`src/hw/rtl/hrq_pkg.sv`:
```
// ----------------------------------------------------------------------------
// hrq_pkg
// Shared types and codes of the handle ring queue.
// ----------------------------------------------------------------------------
package hrq_pkg;

    localparam int CMD_W          = 3;
    localparam int HANDLE_FIELD_W = 16;
    localparam int STATUS_W       = 2;
    localparam int CNT_W          = 5;
    localparam int CAP_RESET      = 16;
    localparam int CAP_LIMIT      = 31;

    localparam logic [CMD_W-1:0] CMD_PUSH_BACK  = 3'd0;
    localparam logic [CMD_W-1:0] CMD_PUSH_FRONT = 3'd1;
    localparam logic [CMD_W-1:0] CMD_POP        = 3'd2;
    localparam logic [CMD_W-1:0] CMD_PEEK       = 3'd3;
    localparam logic [CMD_W-1:0] CMD_FLUSH      = 3'd4;

    localparam logic [STATUS_W-1:0] STAT_OK    = 2'd0;
    localparam logic [STATUS_W-1:0] STAT_NULL  = 2'd1;
    localparam logic [STATUS_W-1:0] STAT_FULL  = 2'd2;
    localparam logic [STATUS_W-1:0] STAT_EMPTY = 2'd3;

    typedef struct packed {
        logic [CMD_W-1:0]          command;
        logic [HANDLE_FIELD_W-1:0] handle;
    } hrq_req_t;

    typedef struct packed {
        logic [STATUS_W-1:0]       status;
        logic [HANDLE_FIELD_W-1:0] out_handle;
        logic [CNT_W-1:0]          fill_level;
        logic [CNT_W-1:0]          free_slots;
        logic                      last;
    } hrq_rsp_t;

    typedef enum logic [1:0] {
        S_IDLE,
        S_READ,
        S_FLUSH
    } hrq_state_t;

endpackage

```
`src/hw/rtl/hrq_ram.sv`:
```
// ----------------------------------------------------------------------------
// hrq_ram
// Slot store: one write port, one read port with registered read data.
// ----------------------------------------------------------------------------
module hrq_ram #(
    parameter int DEPTH        = 16,
    parameter int HANDLE_WIDTH = 16
) (
    input  logic                     clk,
    input  logic                     we,
    input  logic [$clog2(DEPTH)-1:0] waddr,
    input  logic [HANDLE_WIDTH-1:0]  wdata,
    input  logic                     re,
    input  logic [$clog2(DEPTH)-1:0] raddr,
    output logic [HANDLE_WIDTH-1:0]  rdata
);

    logic [HANDLE_WIDTH-1:0] mem [DEPTH];
    logic [HANDLE_WIDTH-1:0] rdata_reg;

    always_ff @(posedge clk)
    begin
        if (we)
        begin
            mem[waddr] <= wdata;
        end
        if (re)
        begin
            rdata_reg <= mem[raddr];
        end
    end

    assign rdata = rdata_reg;

endmodule

```
`src/hw/rtl/hrq_ctrl.sv`:
```
// ----------------------------------------------------------------------------
// hrq_ctrl
// Command sequencer: ring pointers, entry count and slot store access.
// ----------------------------------------------------------------------------
module hrq_ctrl #(
    parameter int DEPTH        = 16,
    parameter int HANDLE_WIDTH = 16
) (
    input  logic                         clk,
    input  logic                         rst_n,
    input  logic [hrq_pkg::CNT_W-1:0]    cap,
    input  logic                         clear,
    input  logic                         req_valid,
    output logic                         req_ready,
    input  hrq_pkg::hrq_req_t            req,
    input  logic                         slot_free,
    output logic                         rsp_load,
    output hrq_pkg::hrq_rsp_t            rsp_beat,
    output logic                         ram_we,
    output logic [$clog2(DEPTH)-1:0]     ram_waddr,
    output logic [HANDLE_WIDTH-1:0]      ram_wdata,
    output logic                         ram_re,
    output logic [$clog2(DEPTH)-1:0]     ram_raddr,
    input  logic [HANDLE_WIDTH-1:0]      ram_rdata
);

    localparam int IDX_W  = $clog2(DEPTH);
    localparam int WRAP_W = (IDX_W + 1 > hrq_pkg::CNT_W) ? IDX_W + 1 : hrq_pkg::CNT_W;

    hrq_pkg::hrq_state_t state_reg, state_next;
    logic [IDX_W-1:0]            rd_reg, rd_next;
    logic [IDX_W-1:0]            wr_reg, wr_next;
    logic [hrq_pkg::CNT_W-1:0]   cnt_reg, cnt_next;

    logic [IDX_W-1:0]            rd_inc, rd_dec, wr_inc;
    logic [HANDLE_WIDTH-1:0]     hval;
    logic                        empty, full;
    logic [hrq_pkg::CNT_W-1:0]   fill;

    assign rd_inc = (WRAP_W'(rd_reg) + WRAP_W'(1) == WRAP_W'(cap)) ? '0 : rd_reg + IDX_W'(1);
    assign wr_inc = (WRAP_W'(wr_reg) + WRAP_W'(1) == WRAP_W'(cap)) ? '0 : wr_reg + IDX_W'(1);
    assign rd_dec = (rd_reg == '0) ? IDX_W'(WRAP_W'(cap) - WRAP_W'(1)) : rd_reg - IDX_W'(1);
    assign hval   = HANDLE_WIDTH'(req.handle);
    assign empty  = (cnt_reg == '0);
    assign full   = (cnt_reg >= cap);

    always_ff @(posedge clk or negedge rst_n)
    begin
        if (!rst_n)
        begin
            state_reg <= hrq_pkg::S_IDLE;
            rd_reg    <= '0;
            wr_reg    <= '0;
            cnt_reg   <= '0;
        end
        else if (clear)
        begin
            state_reg <= hrq_pkg::S_IDLE;
            rd_reg    <= '0;
            wr_reg    <= '0;
            cnt_reg   <= '0;
        end
        else
        begin
            state_reg <= state_next;
            rd_reg    <= rd_next;
            wr_reg    <= wr_next;
            cnt_reg   <= cnt_next;
        end
    end

    always_comb
    begin
        state_next = state_reg;
        rd_next    = rd_reg;
        wr_next    = wr_reg;
        cnt_next   = cnt_reg;
        ram_we     = 1'b0;
        ram_waddr  = wr_reg;
        ram_wdata  = hval;
        ram_re     = 1'b0;
        ram_raddr  = rd_reg;
        rsp_load   = 1'b0;
        fill       = cnt_reg;
        req_ready  = (state_reg == hrq_pkg::S_IDLE) && slot_free;

        rsp_beat.status     = hrq_pkg::STAT_OK;
        rsp_beat.out_handle = '0;
        rsp_beat.last       = 1'b1;

        unique case (state_reg)
            hrq_pkg::S_IDLE:
            begin
                if (req_valid && slot_free)
                begin
                    unique case (req.command)
                        hrq_pkg::CMD_PUSH_BACK, hrq_pkg::CMD_PUSH_FRONT:
                        begin
                            priority if (hval == '0)
                            begin
                                rsp_load        = 1'b1;
                                rsp_beat.status = hrq_pkg::STAT_NULL;
                            end
                            else if (full)
                            begin
                                rsp_load        = 1'b1;
                                rsp_beat.status = hrq_pkg::STAT_FULL;
                            end
                            else
                            begin
                                rsp_load = 1'b1;
                                ram_we   = 1'b1;
                                cnt_next = cnt_reg + hrq_pkg::CNT_W'(1);
                                if (req.command == hrq_pkg::CMD_PUSH_BACK)
                                begin
                                    ram_waddr = wr_reg;
                                    wr_next   = wr_inc;
                                end
                                else
                                begin
                                    ram_waddr = rd_dec;
                                    rd_next   = rd_dec;
                                end
                            end
                        end
                        hrq_pkg::CMD_POP:
                        begin
                            if (empty)
                            begin
                                rsp_load        = 1'b1;
                                rsp_beat.status = hrq_pkg::STAT_EMPTY;
                            end
                            else
                            begin
                                ram_re     = 1'b1;
                                rd_next    = rd_inc;
                                cnt_next   = cnt_reg - hrq_pkg::CNT_W'(1);
                                state_next = hrq_pkg::S_READ;
                            end
                        end
                        hrq_pkg::CMD_PEEK:
                        begin
                            if (empty)
                            begin
                                rsp_load        = 1'b1;
                                rsp_beat.status = hrq_pkg::STAT_EMPTY;
                            end
                            else
                            begin
                                ram_re     = 1'b1;
                                state_next = hrq_pkg::S_READ;
                            end
                        end
                        hrq_pkg::CMD_FLUSH:
                        begin
                            if (empty)
                            begin
                                rsp_load = 1'b1;
                            end
                            else
                            begin
                                ram_re     = 1'b1;
                                rd_next    = rd_inc;
                                cnt_next   = cnt_reg - hrq_pkg::CNT_W'(1);
                                state_next = hrq_pkg::S_FLUSH;
                            end
                        end
                        default:
                        begin
                            rsp_load = 1'b1;
                        end
                    endcase
                end
                fill = cnt_next;
            end
            hrq_pkg::S_READ:
            begin
                if (slot_free)
                begin
                    rsp_load            = 1'b1;
                    rsp_beat.out_handle = hrq_pkg::HANDLE_FIELD_W'(ram_rdata);
                    state_next          = hrq_pkg::S_IDLE;
                end
            end
            hrq_pkg::S_FLUSH:
            begin
                if (slot_free)
                begin
                    rsp_load            = 1'b1;
                    rsp_beat.out_handle = hrq_pkg::HANDLE_FIELD_W'(ram_rdata);
                    rsp_beat.last       = empty;
                    if (empty)
                    begin
                        state_next = hrq_pkg::S_IDLE;
                    end
                    else
                    begin
                        ram_re   = 1'b1;
                        rd_next  = rd_inc;
                        cnt_next = cnt_reg - hrq_pkg::CNT_W'(1);
                    end
                end
            end
            default:
            begin
                state_next = hrq_pkg::S_IDLE;
            end
        endcase

        rsp_beat.fill_level = fill;
        rsp_beat.free_slots = cap - fill;
    end

    // The count never exceeds the capacity in use.
    a_count_bound: assert property (@(posedge clk) disable iff (!rst_n)
        cnt_reg <= cap)
        else $error("entry count above capacity");

    // A slot is never written and read in the same cycle.
    a_port_excl: assert property (@(posedge clk) disable iff (!rst_n)
        !(ram_we && ram_re))
        else $error("write and read of the slot store overlap");

    // Every slot read leaves the sequencer waiting on its data.
    a_read_wait: assert property (@(posedge clk) disable iff (!rst_n)
        (ram_re && !clear) |=> (state_reg != hrq_pkg::S_IDLE))
        else $error("slot read issued without a data state");

    // A single read finishes with exactly one beat and returns to idle.
    a_read_done: assert property (@(posedge clk) disable iff (!rst_n)
        (state_reg == hrq_pkg::S_READ && slot_free && !clear)
        |-> rsp_load ##1 (state_reg == hrq_pkg::S_IDLE))
        else $error("pop or peek did not complete");

    // While draining, at least one entry has already left the queue.
    a_flush_room: assert property (@(posedge clk) disable iff (!rst_n)
        (state_reg == hrq_pkg::S_FLUSH) |-> (cnt_reg < cap))
        else $error("flush running on a full queue");

endmodule

```
`src/hw/rtl/handle_ring_queue_with_front_insert_unit.sv`:
```
// ----------------------------------------------------------------------------
// handle_ring_queue_with_front_insert_unit
// Ring queue of buffer handles with push back, push front, pop, peek, flush.
// ----------------------------------------------------------------------------
// Commands enter on the req channel and results leave on the rsp channel,
// both valid/ready; a beat moves when valid and ready are high together.
// The cfg channel writes the queue capacity (clamped to 1..DEPTH, at most
// 31) and empties the queue; the user must write it only while the queue
// is idle, which the block does not enforce. Pushes, errors and unknown
// commands give their beat in the cycle after acceptance and a new command
// can be taken every cycle while the rsp side keeps up. Pop and peek take
// no new command while the slot store read port fetches their handle.
// A flush of n entries gives n beats, the last one marked; a flush of an
// empty queue gives one marked beat with handle 0. A single result
// register sits on the rsp side; while it is full and not taken, no
// command is accepted and a flush pauses. Reset empties the queue and sets
// the capacity to 16 (or DEPTH if smaller); the slot store is not cleared.
// ----------------------------------------------------------------------------
module handle_ring_queue_with_front_insert_unit #(
    parameter int DEPTH        = 16,
    parameter int HANDLE_WIDTH = 16
) (
    input  logic                      clk,
    input  logic                      rst_n,
    input  logic                      req_valid,
    output logic                      req_ready,
    input  hrq_pkg::hrq_req_t         req,
    output logic                      rsp_valid,
    input  logic                      rsp_ready,
    output hrq_pkg::hrq_rsp_t         rsp,
    input  logic                      cfg_valid,
    output logic                      cfg_ready,
    input  logic [hrq_pkg::CNT_W-1:0] cfg_data
);

    localparam int IDX_W    = $clog2(DEPTH);
    localparam int CAP_MAX  = (DEPTH > hrq_pkg::CAP_LIMIT) ? hrq_pkg::CAP_LIMIT : DEPTH;
    localparam int CAP_INIT = (hrq_pkg::CAP_RESET > CAP_MAX) ? CAP_MAX : hrq_pkg::CAP_RESET;

    logic [hrq_pkg::CNT_W-1:0] cap_reg, cap_next;
    logic                      cfg_write;
    logic                      rsp_valid_reg;
    hrq_pkg::hrq_rsp_t         rsp_reg;
    logic                      slot_free;
    logic                      rsp_load;
    hrq_pkg::hrq_rsp_t         rsp_beat;

    logic                      ram_we, ram_re;
    logic [IDX_W-1:0]          ram_waddr, ram_raddr;
    logic [HANDLE_WIDTH-1:0]   ram_wdata, ram_rdata;

    assign cfg_ready = 1'b1;
    assign cfg_write = cfg_valid && cfg_ready;

    always_comb
    begin
        priority if (cfg_data == '0)
        begin
            cap_next = hrq_pkg::CNT_W'(1);
        end
        else if (int'(cfg_data) > CAP_MAX)
        begin
            cap_next = hrq_pkg::CNT_W'(CAP_MAX);
        end
        else
        begin
            cap_next = cfg_data;
        end
    end

    always_ff @(posedge clk or negedge rst_n)
    begin
        if (!rst_n)
        begin
            cap_reg <= hrq_pkg::CNT_W'(CAP_INIT);
        end
        else if (cfg_write)
        begin
            cap_reg <= cap_next;
        end
    end

    assign slot_free = !rsp_valid_reg || rsp_ready;

    always_ff @(posedge clk or negedge rst_n)
    begin
        if (!rst_n)
        begin
            rsp_valid_reg <= 1'b0;
        end
        else if (rsp_load)
        begin
            rsp_valid_reg <= 1'b1;
        end
        else if (rsp_ready)
        begin
            rsp_valid_reg <= 1'b0;
        end
    end

    always_ff @(posedge clk)
    begin
        if (rsp_load)
        begin
            rsp_reg <= rsp_beat;
        end
    end

    assign rsp_valid = rsp_valid_reg;
    assign rsp       = rsp_reg;

    hrq_ctrl #(
        .DEPTH        (DEPTH),
        .HANDLE_WIDTH (HANDLE_WIDTH)
    ) u_ctrl (
        .clk       (clk),
        .rst_n     (rst_n),
        .cap       (cap_reg),
        .clear     (cfg_write),
        .req_valid (req_valid),
        .req_ready (req_ready),
        .req       (req),
        .slot_free (slot_free),
        .rsp_load  (rsp_load),
        .rsp_beat  (rsp_beat),
        .ram_we    (ram_we),
        .ram_waddr (ram_waddr),
        .ram_wdata (ram_wdata),
        .ram_re    (ram_re),
        .ram_raddr (ram_raddr),
        .ram_rdata (ram_rdata)
    );

    hrq_ram #(
        .DEPTH        (DEPTH),
        .HANDLE_WIDTH (HANDLE_WIDTH)
    ) u_ram (
        .clk   (clk),
        .we    (ram_we),
        .waddr (ram_waddr),
        .wdata (ram_wdata),
        .re    (ram_re),
        .raddr (ram_raddr),
        .rdata (ram_rdata)
    );

endmodule

```
`config.mk`:
```
export PLATFORM = sky130hd
export DESIGN_NAME = handle_ring_queue_with_front_insert_unit
export DESIGN_NICKNAME = d
export VERILOG_FILES = /design/src/hw/rtl/hrq_pkg.sv /design/src/hw/rtl/hrq_ram.sv /design/src/hw/rtl/hrq_ctrl.sv /design/src/hw/rtl/handle_ring_queue_with_front_insert_unit.sv
export SDC_FILE = /design/constraint.sdc
export NUM_CORES = 1
export LEC_CHECK = 0
export ABC_CLOCK_PERIOD_IN_PS = 4160
export CORE_ASPECT_RATIO = 0.7
export CORE_MARGIN = 2
export CORE_UTILIZATION = 35
export DETAILED_ROUTE_END_ITERATION = 8
export DONT_BUFFER_PORTS = 1
export SYNTH_ARGS = -nofsm -noshare
export SYNTH_HDL_FRONTEND = slang
export SYNTH_SLANG_ARGS = --single-unit
```
`constraint.sdc`:
```
create_clock -name clk -period 4.16 [get_ports clk]
set_input_delay 0.624 -clock clk [delete_from_list [all_inputs] [get_ports clk]]
set_output_delay 0.624 -clock clk [all_outputs]
set_load 0.05 [all_outputs]
```
# Word-level counts from Yosys, hierarchy flattened
# Memory sizes are Yosys's and may differ from the RTL's. A register that Yosys moved wholly into a read port is not among the register bits.
# Cells that the tools add are included.
# totals
mem_count,1
input_bits,29
regBits,50
out_inout_bits,32
ram_bits,256
# memory_table
name,depth,width,read_ports,rd_clocked_by_memory_dff,write_ports,line_no,text
u_ram.mem,16,16,1,1,1,hrq_ram.sv:18,logic [HANDLE_WIDTH-1:0] mem [DEPTH];
# op_classes
addsub,9
mux,68
eq_ne,21
order_cmp,2
reduce_logical,28
# ops
operator,count
2-to-1 mux 4 bit,23
2-to-1 mux 5 bit,9
"inequality test 4 bit, second input constant",7
2-to-1 mux 2 bit,10
case mux 5 bit (2 select lines),2
2-to-1 mux 1 bit,17
zero test 16 bit,1
case mux 4 bit (2 select lines),2
AND reduction 7 bit,2
"adder 4 x 1 -> 5 bit, second input constant",2
== test 5 bit,2
zero test 5 bit,2
nonzero test 2 bit,5
"inequality test 3 x 2 -> 1 bit, second input constant",3
"adder 4 x 1 -> 4 bit, second input constant",2
case mux 2 bit (2 select lines),2
AND reduction 2 bit,4
OR reduction 2 bit,4
"subtractor 4 x 1 -> 4 bit, second input constant",2
"== test 3 x 2 -> 1 bit, second input constant",2
case mux 2 bit (3 select lines),1
AND reduction 6 bit,1
"adder 5 x 1 -> 5 bit, second input constant",1
>= comparator 5 bit,1
other kinds (18),21

# Depth between registers and ports, before layout
# Gate-level depths: netlist (run 1).
# depth
ltp_word,10
mapped_depth,16
ltp_nobuf,15

# Hierarchy
# A second synthesis (run 1) with hierarchy kept.
# hier_totals
hier_cells,832
hier_area_um2,13960.9
# by_module_without_submodules
module,instances,area_per_inst_um2,seq_area_each_um2,cells_each
hrq_ram,1,10202.3,8167.8,432
hrq_ctrl,1,2610.0,375.4,345
handle_ring_queue_with_front_insert_unit,1,1148.6,1022.2,55

# Worst setup path after synthesis (run 1)
# Ideal clock, no wire load.
# synth_timing
kind,reg2reg
start,"register u_ctrl.rd_reg[1], in the netlist u_ctrl.ram_raddr[1]"
end,"memory u_ram.mem[10][0], enable pin"
n_path_buf,3
required_ps,3751
path_stages_with_launch,14
t_arrival_ps,3918
slack_ps,-167
cell_sequence,dfrtp_1 > clkbuf_1 > clkbuf_1 > clkbuf_1 > inv_1 > ha_1 > nor3b_1 > mux2i_1 > ha_1 > nor2_1 > a21oi_1 > nor4_1 > o21ai_1 > nor3_1
# synth_via
elab_chain_cells,8
word_cells_on_any_way,9
cone_classes,1 x add/sub; 7 x mux; 1 x reduce/logical
# synth_rtl
item,line_no,text
start: declaration,hrq_ctrl.sv:31,"logic [IDX_W-1:0] rd_reg, rd_next;"
start signal: assignment,hrq_ctrl.sv:66,rd_reg <= rd_next;
subtractor 4 x 1 -> 4 bit / zero test 4 bit (equally long branches),hrq_ctrl.sv:42,assign rd_dec = (rd_reg == '0) ? IDX_W'(WRAP_W'(cap) - WRAP_W'(1)) : rd_reg - IDX_W'(1);
2-to-1 mux 4 bit *,hrq_ctrl.sv:42,
2-to-1 mux 4 bit *,hrq_ctrl.sv:114,if (req.command == hrq_pkg::CMD_PUSH_BACK)
2-to-1 mux 4 bit *,hrq_ctrl.sv:104,else if (full)
2-to-1 mux 4 bit *,hrq_ctrl.sv:99,priority if (hval == '0)
2-to-1 mux 4 bit *,hrq_ctrl.sv:96,unique case (req.command)
2-to-1 mux 4 bit *,hrq_ctrl.sv:94,if (req_valid && slot_free)
2-to-1 mux 4 bit *,hrq_ctrl.sv:91,unique case (state_reg)
end: declaration,hrq_ram.sv:18,
# Every way passes the cells marked *; elsewhere a longest branch is shown, timed or not.

==> flow_summary.json, run 1 <==
{
  "maxCapViolations": 0,
  "cts-buffers-inserted": 31,
  "globalplace.congestion": 0.9093,
  "synth_seq_area_share_pct": 69.73,
  "synth_top_area_share_pct": 65.89,
  "die_area_um2": 40820,
  "worstSetupPathType": "register to register",
  "synth_most_common_cell": "edfxtp_1",
  "n_antenna_cell": 0,
  "hp-class": "input port to register",
  "vias": 7441,
  "setup_viol": 0,
  "regArea_um2": 9570,
  "cts_tree": "built",
  "ys.flop_type": "edfxtp_1",
  "power_switching_share_pct": 33.16,
  "period_share_pct": 87.14,
  "power.density_nw_per_um2": 601.1,
  "finalCriticalPeriod_ps": 3625,
  "p_int_uw": 6365,
  "grt_first_pass_wirelength_mm": 48.98,
  "largest_reg_flops": 256,
  "multi_input_area_um2": 4043,
  "cts.htree.levels": 1,
  "cts_sinks": 322,
  "syn_inst": 783,
  "netSwitchingPower_uw": 3158,
  "rsz0062_at_grt": "no",
  "wl_per_cell_um": 23.46,
  "cp_max_fo": 11,
  "cts_buffer_depth": 3,
  "ant_nets": 0,
  "drtIter0Drc": 793,
  "cpMostUsedCell": "xnor2_1",
  "n_fill_cell": 3403,
  "pwr-share-seq_pct": 47.5,
  "cts.clk_slew.worst_paths_ps": 70,
  "syn_avg_cell_area_um2": 17.52,
  "cp.required_ps": 4480,
  "die_x_um": 240.6,
  "num_rows": 60,
  "start_kind": "register",
  "hold_viol": 0,
  "p_leak_uw": 0.005066,
  "via_per_inst": 5.396,
  "synth.top_cells.by_count": "edfxtp_1 (301), mux4_2 (80), clkbuf_1 (31)",
  "totalWireLength_mm": 32.35,
  "dieHeight_um": 169.6,
  "slowest_stage": "or4b_2",
  "nNetsFinal": 876,
  "synth_cell_types": 62,
  "tightestPinTransition_ps": 993.4,
  "grt_max_degree": 43,
  "drive_gt1_share_pct": 24.30,
  "setup_slack_ps": 535.2,
  "io-pin-count": 61,
  "grt_use_total_pct": 16.15,
  "areaGrowthSynthToFinish_pct": 15.49,
  "start_util_pct": 35.62,
  "worstPathArrival_ps": 3950,
  "drcViolationCount": 0,
  "antenna_found_initial": 0,
  "synth-edff-count": 301,
  "root_buffer": "clkbuf_16",
  "grt_overflow": 0,
  "yosys_warnings": 0,
  "portBuffers": 0,
  "detailed_place_hpwl_mm": 21.05,
  "yosys.area.top_type": "edfxtp_1",
  "peakVddDrop_uv": 450.3,
  "place_ws_ps": 530.9,
  "cts_setup_buffers": 0,
  "synth_area_leaders": "edfxtp_1 (66%), mux4_2 (13%), dfrtp_1 (3.6%), ha_1 (1.7%), o21ai_0 (1.0%)",
  "clk_latency_ps": 570,
  "synth_fp_nets": 832,
  "pwr-share-clk_pct": 28.2,
  "critical_path.cell_chain": "inv_1 -> ha_1 -> or4b_2 -> xnor2_1 -> o22ai_1 -> a22o_1 -> ha_1 -> fa_1 -> inv_1 -> a21o_1 -> a21oi_1 -> xnor2_1 -> xnor2_1",
  "synthArstFlopShare_pct": 6.522,
  "grt_pass1_vias": 7403,
  "max_freq_mhz": 275.9,
  "core-area_um2": 38510,
  "ys_ff_latch": 322,
  "power_frac_comb_pct": 24.3,
  "maxSlewViolCount": 0,
  "place_area_um2": 14850,
  "final_area_um2": 15840,
  "netlist_area_um2": 13720,
  "slowest_delay_ps": 780,
  "firstDrtPassIters": 5,
  "clock_skew_ps": 10.49,
  "cp-end-kind": "register",
  "status": "completed",
  "slew_headroom_pct": 33.26
}
cells by family (layout without fill, tap and decap cells):
kind of cell | count (synthesis) | in the layout | synth area share [%]
flops | 322 | 322 | 69.73
simple gates | 153 | 153 | 5.983
compound gates | 115 | 115 | 5.500
mux | 90 | 90 | 13.89
buf+inv | 65 | 134 | 1.888
fa+ha+maj | 21 | 21 | 1.961
xor+xnor | 16 | 16 | 1.021
other cells | 1 | 1 | 0.02734
worst max-delay path, delay by kind of cell, from the launching register on:
kind,cells,cell delay [ps]
flip-flops,1,490
AND/OR/NAND/NOR,1,780
adder cells (fa/ha/maj),3,860
AO/OA/AOI/OAI,4,520
XOR/XNOR,3,500
buffers and inverters,2,220
cell usage in the layout (no fill, tap or decap), types with 6 or more instances in the layout:
| cell type | n |
|---|---|
| o21ai_0 | 27 |
| edfxtp_1 | 301 |
| a21oi_1 | 23 |
| clkinv_1 | 8 |
| mux4_2 | 80 |
| a21o_1 | 7 |
| clkinv_2 | 6 |
| clkbuf_16 | 31 |
| xnor2_1 | 12 |
| dfrtp_1 | 18 |
| a31oi_1 | 7 |
| ha_1 | 19 |
| nor4_1 | 8 |
| nand2_1 | 22 |
| nor3_1 | 10 |
| nor2b_1 | 7 |
| nor3_2 | 6 |
| buf_12 | 10 |
| nor3_4 | 10 |
| nand3_1 | 15 |
| nand2b_1 | 9 |
| mux2i_1 | 7 |
| o211ai_1 | 7 |
| buf_4 | 42 |
| inv_1 | 23 |
| and3_1 | 19 |
| clkbuf_1 | 6 |
| nor2_1 | 22 |
per-layer routing:
layer	up-vias	routed length [um]	global-route usage, %
met1	3833	15610	25.30
met4	0	421	2.619
met2	290	13690	23.07
met5	-	0	0
met3	37	2619	3.725
li1	3281	-	-
path summary, 6_finish.rpt:
check | startpoint | to | slack (ps) | cells past startpoint
worst max-delay path | u_ctrl.cnt_reg[0] | rsp[5] | 540 | 13
worst min-delay path | cfg_valid | u_ctrl.wr_reg[2] | 120 | 1
worst max register to register | u_ctrl.cnt_reg[0] | rsp[5] | 540 | 13
worst min register to register | u_ram.rdata[9] | rsp[20] | 560 | 1
max in group asynchronous | rst_n | cap_reg[4] | 3450 | 2
min in group asynchronous | rst_n | cap_reg[2] | 480 | 2
what timing repair did:
action                     4_1_cts  5_1_grt
hold buffers                     2        0
hold endpoints to repair        21        0
setup endpoints to repair        0        0
resized for setup                0        0
area by class of cell:
type | count | area share [%]
multi-input cells | 396 | 25.52
clock buffers | 37 | 5.039
well taps | 527 | 4.162
flip-flops and latches | 322 | 60.41
inverters | 23 | 0.5449
repair buffers | 53 | 3.317
clock inverters | 21 | 1.011
through the flow:
step                std cells  total power [uW]  hold WS [ps]  setup TNS (ps)  utilization, %
CTS                      1379              9593         86.12               0           41.14
detailed placement       1319              6892         329.2               0           38.57
global route             1379              9949         86.00               0           41.14
global placement         1319              6890         329.0               0           38.57
floorplan                 783              6207         328.4          -15660               -
finish                   1379              9523         115.4               0           41.14
power groups by stage:
stage / clock [uW] / sequential, uW / combinational, uW
global route: 2900 / 4550 / 2500
floorplan: 0 / 4540 / 1670
detailed placement: 0 / 4600 / 2300
finish: 2680 / 4530 / 2310
global placement: 0 / 4600 / 2290
CTS: 2750 / 4530 / 2310
(Power assumes the default switching activity.)
==> run 2, diff against run 1 <==
- SYNTH_HIERARCHICAL: default -> 1
==> flow_summary.json, run 2 <==
{
  "synth_cell_types": 79,
  "grt_pass1_vias": 7577,
  "wl_per_cell_um": 22.77,
  "cp-end-kind": "register",
  "reg2reg_from": "cap_reg[4]",
  "worstRegToRegCells": 10,
  "largest_reg_flops": 256,
  "cts_tree": "built",
  "dp_cells": 1352,
  "num_rows": 61,
  "synth_most_common_cell": "edfxtp_1",
  "synthArstFlopShare_pct": 6.522,
  "slowest_delay_ps": 560,
  "maxCapViolations": 0,
  "start_kind": "register",
  "vias": 7677,
  "drive_gt1_share_pct": 21.20,
  "drcViolationCount": 0,
  "status": "completed",
  "peakVddDrop_uv": 309.8,
  "period_share_pct": 88.79,
  "antenna_found_initial": 0,
  "root_buffer": "clkbuf_16",
  "synth-edff-count": 301,
  "rsz0062_at_grt": "no",
  "netlist_area_um2": 13960,
  "path_buf_inv": 3,
  "synth_area_leaders": "edfxtp_1 (65%), mux4_2 (8.7%), dfrtp_1 (3.6%), a22oi_1 (2.0%), mux4_1 (1.9%)",
  "cts.clk_slew.worst_paths_ps": 60,
  "yosys_warnings": 6,
  "p_leak_uw": 0.005232,
  "drtIter0Drc": 942,
  "areaGrowthSynthToFinish_pct": 12.77,
  "final_cells": 1417,
  "cts.htree.levels": 2,
  "post-route-util_pct": 39.82,
  "firstDrtPassIters": 5,
  "maxSlewViolCount": 0,
  "globalplace.congestion": 0.8868,
  "start_util_pct": 35.31,
  "hold_viol": 0,
  "slew_headroom_pct": 33.23,
  "cp.required_ps": 4380,
  "ys.flop_type": "edfxtp_1",
  "cpMostUsedCell": "inv_1",
  "ys_ff_latch": 322,
  "final_cell_mix": "edfxtp_1 (301), mux4_2 (54), nand2_1 (46), buf_4 (40), a22oi_1 (37)",
  "die_area_um2": 41530,
  "final.setup.tns_ps": 0,
  "syn_inst": 832,
  "portBuffers": 0,
  "core-area_um2": 39540,
  "grt_use_total_pct": 15.73,
  "tightestPinTransition_ps": 1002,
  "max_freq_mhz": 270.7,
  "setup_viol": 0,
  "cts_buffer_depth": 3,
  "grt_overflow": 0,
  "detailed_place_hpwl_mm": 20.71,
  "worstSetupPathType": "register to register",
  "yosys.area.top_type": "edfxtp_1",
  "via_per_inst": 5.418,
  "slowest_stage": "dfstp_2",
  "clock_skew_ps": 19.26,
  "nNetsFinal": 905,
  "totalWireLength_mm": 32.26,
  "hold_path_end": "u_ctrl/state_reg[1]",
  "rrSetupSlack_ps": 470,
  "syn_avg_cell_area_um2": 16.78,
  "min_path_cells": 1,
  "synth_top_area_share_pct": 64.74,
  "ant_nets": 0,
  "crit_family": "simple AND/OR/NAND/NOR gates",
  "clk_latency_ps": 520,
  "die_x_um": 242.7,
  "holdCritStartpoint": "cfg_valid",
  "cts_sinks": 322,
  "n_fill_cell": 3571,
  "power.density_nw_per_um2": 602.6,
  "grt_max_degree": 68,
  "r2r_end": "u_ram/mem[1][1]",
  "critical_path.cell_chain": "inv_1 -> ha_1 -> a21oi_2 -> inv_1 -> a2111oi_4 -> nand3_2 -> mux2_2 -> or3b_2 -> nor2_2 -> buf_4",
  "dieHeight_um": 171.1,
  "io-pin-count": 61,
  "synth.top_cells.by_count": "edfxtp_1 (301), mux4_2 (54), nand2_1 (46)",
  "n_antenna_cell": 0,
  "synth_fp_nets": 881,
  "finalCriticalPeriod_ps": 3694,
  "synth_seq_area_share_pct": 68.52,
  "grt_first_pass_wirelength_mm": 48.43,
  "worstPathArrival_ps": 3910,
  "cts-buffers-inserted": 35,
  "cp_max_fo": 6,
  "hp-class": "input port to register",
  "final_common_cell": "edfxtp_1"
}
==> run 2: cell types whose count changed after synthesis, moves of 10 or more <==
cell,change
nor3_1,-10
a22oi_1,+33
mux4_2,-26
mux4_1,+10
buf_4,+19
nor2_1,+10
nand2_1,+24
clkbuf_1,-16
==> run 2: worst reg2reg max path: stages (launching register included) <==
cell	delay, ps
dfstp_2	560
inv_1	80
ha_1	320
a21oi_2	180
inv_1	110
a2111oi_4	480
nand3_2	210
mux2_2	340
or3b_2	540
nor2_2	330
buf_4	240
==> run 2: how the worst max path moves through the flow <==
stage | startpoint | endpoint | slack, ps | cells past startpoint
2_1_floorplan | cap_reg[4] | u_ram/mem[0][0] | 8 | 9
3_3_place_gp | req[2] | rsp[5] | 460 | 12
3_5_place_dp | req[2] | rsp[5] | 490 | 12
4_1_cts | cap_reg[4] | u_ram/mem[1][1] | 470 | 10
5_1_grt | cap_reg[4] | u_ram/mem[1][1] | 230 | 10
6_report | cap_reg[4] | u_ram/mem[1][1] | 470 | 10
==> run 2: final cells by class <==
class | count | area, um^2 | share of cell area (%)
inverter | 27 | 101.3 | 0.6437
clock buffer | 39 | 912.1 | 5.794
tap | 535 | 669.4 | 4.252
sequential | 322 | 9570 | 60.79
timing repair buffer | 43 | 350.3 | 2.225
clock inverter | 24 | 163.9 | 1.041
multi-input combinational | 427 | 3976 | 25.26
==> run 2: what timing repair did <==
action / 4_1_cts / 5_1_grt
resized for setup: 0 / 0
buffers inserted: 0 / 0
hold buffers: 2 / 0
endpoints found under the hold margin: 21 / 0
==> run 2: logic make-up (layout without fill, tap and decap cells) <==
group	Yosys count	after routing	synth area share (%)
DFF	322	322	68.52
and+or+nand+nor	184	184	7.188
AOI/OAI and AO/OA	133	133	6.901
buffers and inverters	83	133	3.253
muxes	71	71	11.12
adders and majority gates	21	21	1.927
xor gates and xnor gates	17	17	1.066
other	1	1	0.02686
==> run 2: metrics by stage <==
step / power (uW) / setup WS [ps] / cell area [um^2] / hold slack (ps)
after detailed placement: 6632 / 485.6 / 14640 / 329.8
after global placement: 6626 / 459.8 / 14640 / 329.9
after floorplan: 6074 / 8.084 / 13960 / 328.4
after global routing: 9904 / 226.7 / 15740 / 144.6
final: 9487 / 466.4 / 15740 / 160.2
after CTS: 9572 / 474.6 / 15740 / 135.3
==> run 2: report_power, final <==
part           switching (uW)  internal [uW]  total [uW]
clock                    1260           1650        2910
sequential                553           3840        4400
combinational            1300            881        2180
total                    3110           6380        9490
==> run 2: per-layer routing <==
metal / vias to the layer above / routed length, um / global-route usage (%) / part of all wire [%]
met5: - / 0 / 0 / 0
met4: 0 / 820 / 5.041 / 2.5
met1: 3971 / 14970 / 23.07 / 46
li1: 3354 / - / - / -
met3: 58 / 2417 / 3.765 / 7.5
met2: 294 / 14060 / 23.02 / 44
==> run 3, diff against run 2 <==
- CTS_BUF_LIST: default -> sky130_fd_sc_hd__clkbuf_8 sky130_fd_sc_hd__clkbuf_16
==> flow_summary.json, run 3 (same netlist as run 2, synthesis figures left out) <==
{
  "min_path_cells": 1,
  "place_ws_ps": 485.6,
  "drcViolationCount": 0,
  "cp.required_ps": 4380,
  "peakVddDrop_uv": 309.9,
  "grt_max_degree": 68,
  "io-pin-count": 61,
  "cts-buffers-inserted": 35,
  "cts_setup_buffers": 0,
  "met3_usage_pct": 3.765,
  "hp-class": "input port to register",
  "clock_skew_ps": 20.38,
  "cts_tree": "built",
  "cp_max_fo": 6,
  "antenna_found_initial": 0,
  "cts.clk_slew.worst_paths_ps": 60,
  "hold_path_end": "u_ctrl/state_reg[1]",
  "cts_buffer_depth": 3,
  "finalCriticalPeriod_ps": 3677,
  "firstDrtPassIters": 5,
  "start_kind": "register",
  "worstPathArrival_ps": 3900,
  "rsz0062_at_grt": "no",
  "final_cell_mix": "edfxtp_1 (301), mux4_2 (54), nand2_1 (46), buf_4 (40), a22oi_1 (37)",
  "core-area_um2": 39540,
  "maxCapViolations": 0,
  "final.setup.tns_ps": 0,
  "via_per_inst": 5.398,
  "tightestPinTransition_ps": 1006,
  "grt_pass1_vias": 7579,
  "n_antenna_cell": 0,
  "cts.htree.levels": 2,
  "largest_reg_flops": 256,
  "ant_nets": 0,
  "dieHeight_um": 171.1,
  "slew_headroom_pct": 32.92,
  "period_share_pct": 88.40,
  "vias": 7649,
  "hold_viol": 0,
  "totalWireLength_mm": 32.21,
  "drtIter0Drc": 921,
  "met1_usage_pct": 23.06,
  "power.density_nw_per_um2": 602.3,
  "max_freq_mhz": 271.9,
  "p_leak_uw": 0.005245,
  "detailed_place_hpwl_mm": 20.71,
  "portBuffers": 0,
  "maxSlewViolCount": 0,
  "die_area_um2": 41530,
  "drive_gt1_share_pct": 21.20,
  "root_buffer": "clkbuf_16",
  "r2r_end": "u_ram/mem[1][1]",
  "worstRegToRegCells": 10,
  "final_common_cell": "edfxtp_1",
  "holdCritStartpoint": "cfg_valid",
  "setup_viol": 0,
  "start_util_pct": 35.31,
  "die_x_um": 242.7,
  "grt_busiest_layer": "met1",
  "grt.met2_usage_pct": 23.02,
  "grt_overflow": 0,
  "grt_first_pass_wirelength_mm": 48.44,
  "rrSetupSlack_ps": 480,
  "clk_latency_ps": 530,
  "grt_use_total_pct": 15.72,
  "reg2reg_from": "cap_reg[4]",
  "status": "completed",
  "worstSetupPathType": "register to register",
  "nNetsFinal": 905,
  "wl_per_cell_um": 22.73,
  "cp-end-kind": "register",
  "areaGrowthSynthToFinish_pct": 12.77,
  "num_rows": 61,
  "setup_slack_ps": 482.6,
  "cts_sinks": 322,
  "globalplace.congestion": 0.8868
}
==> run 3: changes by cell type in the layout (fill, tap and decap cells not counted) <==
cell      previous run  this run
inv_1               27        30
clkbuf_1             3         0
==> run 3: per-layer routing <==
| metal | wire length, um | vias to the layer above |
|---|---|---|
| met1 | 14960 | 3946 |
| met4 | 823 | 0 |
| met3 | 2431 | 55 |
| met5 | 0 | - |
| met2 | 13990 | 290 |
| li1 | - | 3358 |
==> run 3: where the power goes <==
part / switching, uW / internal (uW)
sequential: 553 / 3840
clock: 1260 / 1640
combinational: 1300 / 881
total: 3110 / 6370
==> run 3: cell type report <==
class / count / area (um^2)
well taps: 535 / 669.4
fillers: 3571 / 23790
clock buffers: 36 / 900.9
repair buffers: 43 / 350.3
inverters: 27 / 101.3
multi-input cells: 427 / 3976
clock inverters: 27 / 175.2
flip-flops and latches: 322 / 9570
==> run 3: critical path: stages, from the launching register on <==
cell       delay, ps
dfstp_2          560
inv_1             80
ha_1             320
a21oi_2          180
inv_1            110
a2111oi_4        470
nand3_2          210
mux2_2           340
or3b_2           540
nor2_2           320
buf_4            240
==> run 3: per-stage QoR <==
stage,hold WS (ps),util (%),instance area (um^2),instances,total power [uW]
final,161.3,39.82,15740,1417,9482
after global routing,144.6,39.82,15740,1417,9896
after CTS,135.3,39.82,15740,1417,9565
after detailed placement,329.8,37.02,14640,1352,6632
after global placement,329.9,37.02,14640,1352,6626
after floorplan,328.4,-,13960,832,6074
==> run 3: repair_timing <==
action | in CTS | in global routing
gates resized for setup | 0 | 0
endpoints found under the hold margin | 21 | 0
hold buffers | 2 | 0
==> run 3: worst max-delay path by stage <==
stage	to	slack (ps)	startpoint	cells past startpoint
after floorplan	u_ram/mem[0][0]	8	cap_reg[4]	9
final	u_ram/mem[1][1]	480	cap_reg[4]	10
after global routing	u_ram/mem[1][1]	230	cap_reg[4]	10
after CTS	u_ram/mem[1][1]	470	cap_reg[4]	10
after detailed placement	rsp[5]	490	req[2]	12
after global placement	rsp[5]	460	req[2]	12
